--- config.mk ---
export PLATFORM = sky130hd
export DESIGN_NAME = abt_sqrt_pipe
export DESIGN_NICKNAME = d
export VERILOG_FILES = /design/src/sv/abt_pkg.sv /design/src/sv/abt_sqrt_pipe.sv
export SDC_FILE = /design/constraint.sdc
export NUM_CORES = 2
export LEC_CHECK = 0
export ABC_AREA = 0
export BUFFER_PORTS_ARGS = -buffer_cell sky130_fd_sc_hd__buf_2
export CORE_MARGIN = 2
export CORE_UTILIZATION = 35
export CTS_CLUSTER_SIZE = 20
export DETAILED_ROUTE_END_ITERATION = 10
export PLACE_DENSITY = 0.6
export SETUP_SLACK_MARGIN = 0.3
export SLEW_MARGIN = 10
export SYNTH_ARGS = -nofsm -noshare
export SYNTH_HDL_FRONTEND = slang
export SYNTH_SLANG_ARGS = --single-unit
--- constraint.sdc ---
create_clock -name i_clk -period 8.15 [get_ports i_clk]
set_clock_uncertainty 0.05 [all_clocks]
set_input_delay 0.815 -clock i_clk [delete_from_list [all_inputs] [get_ports i_clk]]
set_output_delay 0.815 -clock i_clk [all_outputs]
set_load 0.005 [all_outputs]
--- src/sv/abt_pkg.sv ---
// Package with shared constants and types of the affine box transform.
package abt_pkg;
    localparam int COEF_FRAC = 12;
    localparam int NUM_CFG   = 6;
    localparam int PIPE_LAT  = 4 + 13;
    typedef enum logic [2:0] {
        CFG_ROW_X   = 3'd0,
        CFG_ROW_Y   = 3'd1,
        CFG_ROW_Z   = 3'd2,
        CFG_SHIFT_X = 3'd3,
        CFG_SHIFT_Y = 3'd4,
        CFG_SHIFT_Z = 3'd5
    } t_cfg_idx;
endpackage

--- src/sv/abt_sqrt_pipe.sv ---
// Pipelined rounded integer square root, two result bits per stage.
module abt_sqrt_pipe
    import abt_pkg::*;
#(
    parameter int IN_W = 50
) (
    input  logic                i_clk,
    input  logic [IN_W-1:0]     i_val,
    output logic [IN_W/2:0]     o_root
);
    localparam int NS = (IN_W + 3) / 4;
    localparam int W  = 4 * NS;
    localparam int RW = 2 * NS;

    logic [W-1:0]  r_rem  [1:NS];
    logic [RW:0]   r_root [1:NS];
    logic [W-1:0]  r_n    [1:NS];

    genvar g;
    generate
        for (g = 0; g < NS; g++) begin : g_st
            logic [W-1:0] s_rem;
            logic [RW:0]  s_root;
            logic [W-1:0] s_n;
            logic [W-1:0] n_rem;
            logic [RW:0]  n_root;
            logic [W-1:0] n_n;
            logic [W+1:0] rem2, trial;
            logic         b;
            if (g == 0) begin : g_first
                assign s_rem  = '0;
                assign s_root = '0;
                assign s_n    = W'(i_val);
            end else begin : g_next
                assign s_rem  = r_rem[g];
                assign s_root = r_root[g];
                assign s_n    = r_n[g];
            end
            always_comb begin
                n_rem  = s_rem;
                n_root = s_root;
                n_n    = s_n;
                for (int k = 0; k < 2; k++) begin
                    rem2  = {n_rem, n_n[W-1 -: 2]};
                    n_n   = {n_n[W-3:0], 2'b00};
                    trial = {n_root, 2'b01};
                    b     = (rem2 >= trial);
                    n_rem = b ? W'(rem2 - trial) : W'(rem2);
                    n_root = {n_root[RW-1:0], b};
                end
            end
            always_ff @(posedge i_clk) begin
                r_rem[g+1]  <= n_rem;
                r_root[g+1] <= n_root;
                r_n[g+1]    <= n_n;
            end
        end
    endgenerate

    // Round to nearest: remainder above the floor root bumps it.
    always_comb begin
        o_root = (IN_W/2+1)'(r_root[NS]) +
                 (IN_W/2+1)'((W+1)'(r_rem[NS]) > (W+1)'(r_root[NS]));
    end
endmodule

==> flow_metrics.py <==
metrics = {
    "timing": {
        "max_slew_margin_pct": 26.2,
        "hold_viol": 0,
        "postLayoutSetupSlackWorst_ps": 795,
        "final.setup.tns_ps": 0,
        "min_period_over_period_pct": 90.3,
        "final_max_tran_viols": 0,
        "timing.final.crit_period_ps": 7360,
        "timing_worst_slew_pin_value_ps": 1110,
        "setup_repair_after_global_routing_missed_its_margin": "no",
        "fmax_mhz": 136,
        "finalSetupViolations": 0,
    },
    "clocking": {
        "path_clk_slew_ps": 70,
        "ctsLongestPathBuffers": 3,
        "root_buffer": "clkbuf_16",
        "cts.htree.levels": 3,
        "cts_buffers": 118,
        "clock_latency_ps": 820,
        "clock_sink_count": 1108,
        "cts_tree": "yes",
    },
    "critical_path": {
        "crit_path_end_kind": "register",
        "critical_path_buffers_and_inverters": 4,
        "worstPathCellList": "inv_1 -> ha_1 -> nand4b_1 -> or4_1 -> or3_1 -> nand3_1 -> or3_1 -> buf_4 -> a21oi_1 -> ha_1 -> and3_1 -> nand2_1 -> nor3_1 -> o21ai_0 -> nand4_1 -> a41oi_1 -> buf_4 -> o21a_1 -> nor4b_1 -> nand4_1 -> buf_4 -> and4_1 -> nand4_1 -> xor2_1",
        "reg2reg_slack_ps": 790,
        "path_class": "reg -> reg",
        "worst_ep_arrival_time_ps": 7960,
        "worst_ep_required_time_ps": 8750,
        "worst_r2r_endpoint": "r_rem[6][98]",
        "cp_max_fo": 54,
        "reg2regPathDepth": 24,
        "critical-path-top-delay-family": "simple AND/OR/NAND/NOR gates",
        "critical-path-max-stage-delay_ps": 610,
        "cp.depth": 24,
        "crit_slowest_cell": "or4_1",
        "regToRegStartpoint": "r_root[6][21]",
        "crit_start_category": "register",
    },
    "min_path": {
        "hold_path_class": "in -> reg",
        "min_path_cells": 1,
        "hold-path-endpoint": "r_n[0][82]",
        "min_from": "i_val[34]",
    },
    "outcome": {
        "status": "complete, no violations",
    },
    "logic_synthesis": {
        "synthSimpleGateAreaFrac_pct": 25.7,
        "synth_ff_type": "dfxtp_1",
        "synthTopCellsByArea": "dfxtp_1 (33%), xnor2_1 (7.8%), ha_1 (7.1%)",
        "yosys.cell_types.count": 110,
        "synth-async-reset-ratio_pct": 0,
        "synthesis.area_sq_um": 67300,
        "synth_fp_nets": 8647,
        "synthDominantAreaCellType": "dfxtp_1",
        "synth_top_family_by_area": "simple AND/OR/NAND/NOR gates",
        "synth_cells": 8214,
        "synth-seq-area-share_pct": 33.0,
        "post_synth_xor_area_fraction_pct": 13.1,
        "synth_register_bits": 1108,
        "netlist.area_leader.share_pct": 33.0,
        "avgSynthCellArea_sq_um": 8.19,
        "ys.warnings.count": 0,
        "synthAdderAreaFrac_pct": 7.10,
        "yosys-mux-area-fraction_pct": 1.29,
        "synth_compound_area_share_pct": 16.1,
        "synth_edf_count": 0,
    },
    "grt": {
        "antenna_found_initial": 11,
        "grt_max_degree": 55,
        "via_count_of_the_first_global_routing_pass": 58400,
        "grt_overflow_total": 0,
        "grt_util_overall_pct": 21.5,
        "grt_pass1_wl_microns": 337000,
    },
    "die": {
        "floorplan.initialDensity_pct": 35.3,
        "die-area_sq_um": 196000,
        "io-pin-count": 77,
        "dieHeight_microns": 443,
        "placeable_area_sq_um": 191000,
        "placement_rows": 160,
        "die_w_microns": 443,
    },
    "cells_and_area": {
        "final_net_count": 8638,
        "final_design_area_no_fill_sq_um": 74500,
        "sequential_cell_area_sq_um": 22200,
        "fraction_of_final_layout_cells_with_drive_strength_greater_than_1_pct": 6.62,
        "fillers": 19400,
        "area.growth.synth_to_final_pct": 10.7,
        "final_cell_mix": "dfxtp_1 (1108), nor2_1 (783), nand2_1 (654), xnor2_1 (601), a21oi_1 (567)",
        "multi_input_area_sq_um": 42600,
        "mostFrequentLayoutCell": "dfxtp_1",
    },
    "detailed_routing": {
        "initialDrtViolationCount": 5208,
        "detail-route-antenna-nets": 0,
        "drt_first_pass_iters": 6,
        "avgRoutedWirePerCell_microns": 20.2,
        "detail_route.drc_violations": 0,
        "vias": 60900,
        "totalWireLength_microns": 219000,
        "vias_per_cell": 5.63,
    },
    "placement": {
        "dp_worst_setup_slack_ps": 943,
        "place_congestion": 0.969,
        "port_buffers": 76,
        "detailed_place.area_sq_um": 70100,
        "dp_hpwl_microns": 176000,
    },
    "pwr": {
        "power.switching_uw": 7100,
        "sequentialPowerShare_pct": 40.0,
        "power_switching_share_pct": 37.2,
        "vdd_drop_max_mv": 0.212,
        "power_per_cell_area_nw_per_um2": 256,
        "proportion_of_power_drawn_by_the_clock_network_pct": 30.2,
        "leakage_uw": 0.0305,
        "power_frac_comb_pct": 29.8,
        "cell_internal_pwr_uw": 12000,
    },
    "job": {
        "maxCapViolCount": 0,
    },
}
[worst register-to-register path, cell delays in order, from the launching register on]
cell and delay [ps]:
dfxtp_1 550, inv_1 140, ha_1 440, nand4b_1 250, or4_1 610, or3_1 470, nand3_1 300, or3_1 200
buf_4 390, a21oi_1 230, ha_1 460, and3_1 260, nand2_1 100, nor3_1 270, o21ai_0 240, nand4_1 200
a41oi_1 80, buf_4 210, o21a_1 250, nor4b_1 160, nand4_1 140, buf_4 490, and4_1 400, nand4_1 150
xor2_1 180
[Yosys cell counts (all sizes together) (17+ instances only)]
cell type / count
nor3b: 36
mux2i: 28
nand4b: 38
nand4: 208
or2: 81
o22ai: 17
nor2b: 78
a21o: 180
or3: 130
mux2: 52
and2: 77
o21a: 72
nor2: 784
nand2b: 64
o211ai: 50
dfxtp: 1108
or4: 92
o31a: 36
ha: 382
o31ai: 67
a21oi: 567
a211oi: 53
o21ai: 292
nor4b: 46
a2111oi: 25
buf: 72
inv: 362
xor2: 406
and4: 36
and3: 99
xnor2: 601
nand3b: 35
o21bai: 33
o311ai: 19
nand2: 654
nand3: 313
a31oi: 63
clkbuf: 203
o41ai: 19
o2111ai: 21
a31o: 20
nor3: 305
nor4: 187
[how the worst max path moves through the flow]
stage,startpoint,endpoint
finish,r_root[6][21],r_rem[6][98]
global route,r_rem[5][94],r_rem[6][35]
CTS,r_rem[5][94],r_rem[6][49]
detailed placement,r_rem[5][94],r_rem[6][49]
global placement,r_rem[5][94],r_rem[6][35]
floorplan,r_rem[5][94],r_rem[6][35]
[layout make-up]
cell class                 count  share of cell area [%]
tap                         2511                    4.22
timing repair buffer         146                    1.28
clock inverter                72                    1.37
sequential                  1108                    29.8
multi-input combinational   6469                    57.2
clock buffer                 148                    4.34
inverter                     362                    1.82
antenna                        1                 0.00336
[sequential cells by signal, indices dropped and copies added, names as in the netlist]
| name | count |
|---|---|
| r_rem | 627 |
| r_n | 312 |
| r_root | 169 |
[timing repair]
action | 4_1_cts | 5_1_grt
hold buffers | 18 | 0
resized for setup | 0 | 1
setup endpoints to repair | 0 | 8
hold endpoints to repair | 18 | 0
buffers inserted | 0 | 0
[routing by layer]
metal | GRT usage [%] | wire, microns | up-vias
li1 | - | - | 29500
met4 | 8.74 | 9390 | 4
met1 | 27.3 | 93900 | 29000
met3 | 2.51 | 11600 | 431
met2 | 36.8 | 104000 | 1943
met5 | 0 | 25 | -
[power by group through the flow]
| stage | sequential, uW | combinational, uW | clock, uW |
|---|---|---|---|
| 6_report | 7650 | 5690 | 5770 |
| 5_1_grt | 7770 | 6190 | 6130 |
| 4_1_cts | 7620 | 5620 | 5920 |
| 3_5_place_dp | 7740 | 5590 | 0 |
| 3_3_place_gp | 7720 | 5560 | 0 |
| 2_1_floorplan | 7120 | 4300 | 0 |
[cell families (layout without fill, tap and decap cells)]
logic type	after synthesis	count (layout)
AO/OA/AOI/OAI	1684	1684
adder cells (fa/ha/maj)	382	382
buffers and inverters	637	728
other	1	2
XOR/XNOR	1007	1007
flip-flops	1108	1108
AND/OR/NAND/NOR	3315	3315
multiplexers	80	80
[per-stage QoR]
stage / utilization [%] / power (uW) / hold WS [ps] / cells
finish: 39.1 / 19100 / 71.3 / 10800
CTS: 39.1 / 19200 / 1.87 / 10800
floorplan: - / 11400 / 260 / 8214
global route: 39.1 / 20100 / 26.5 / 10800
global placement: 36.8 / 13300 / 260 / 10600
detailed placement: 36.8 / 13300 / 262 / 10600
(Power assumes the default switching activity.)
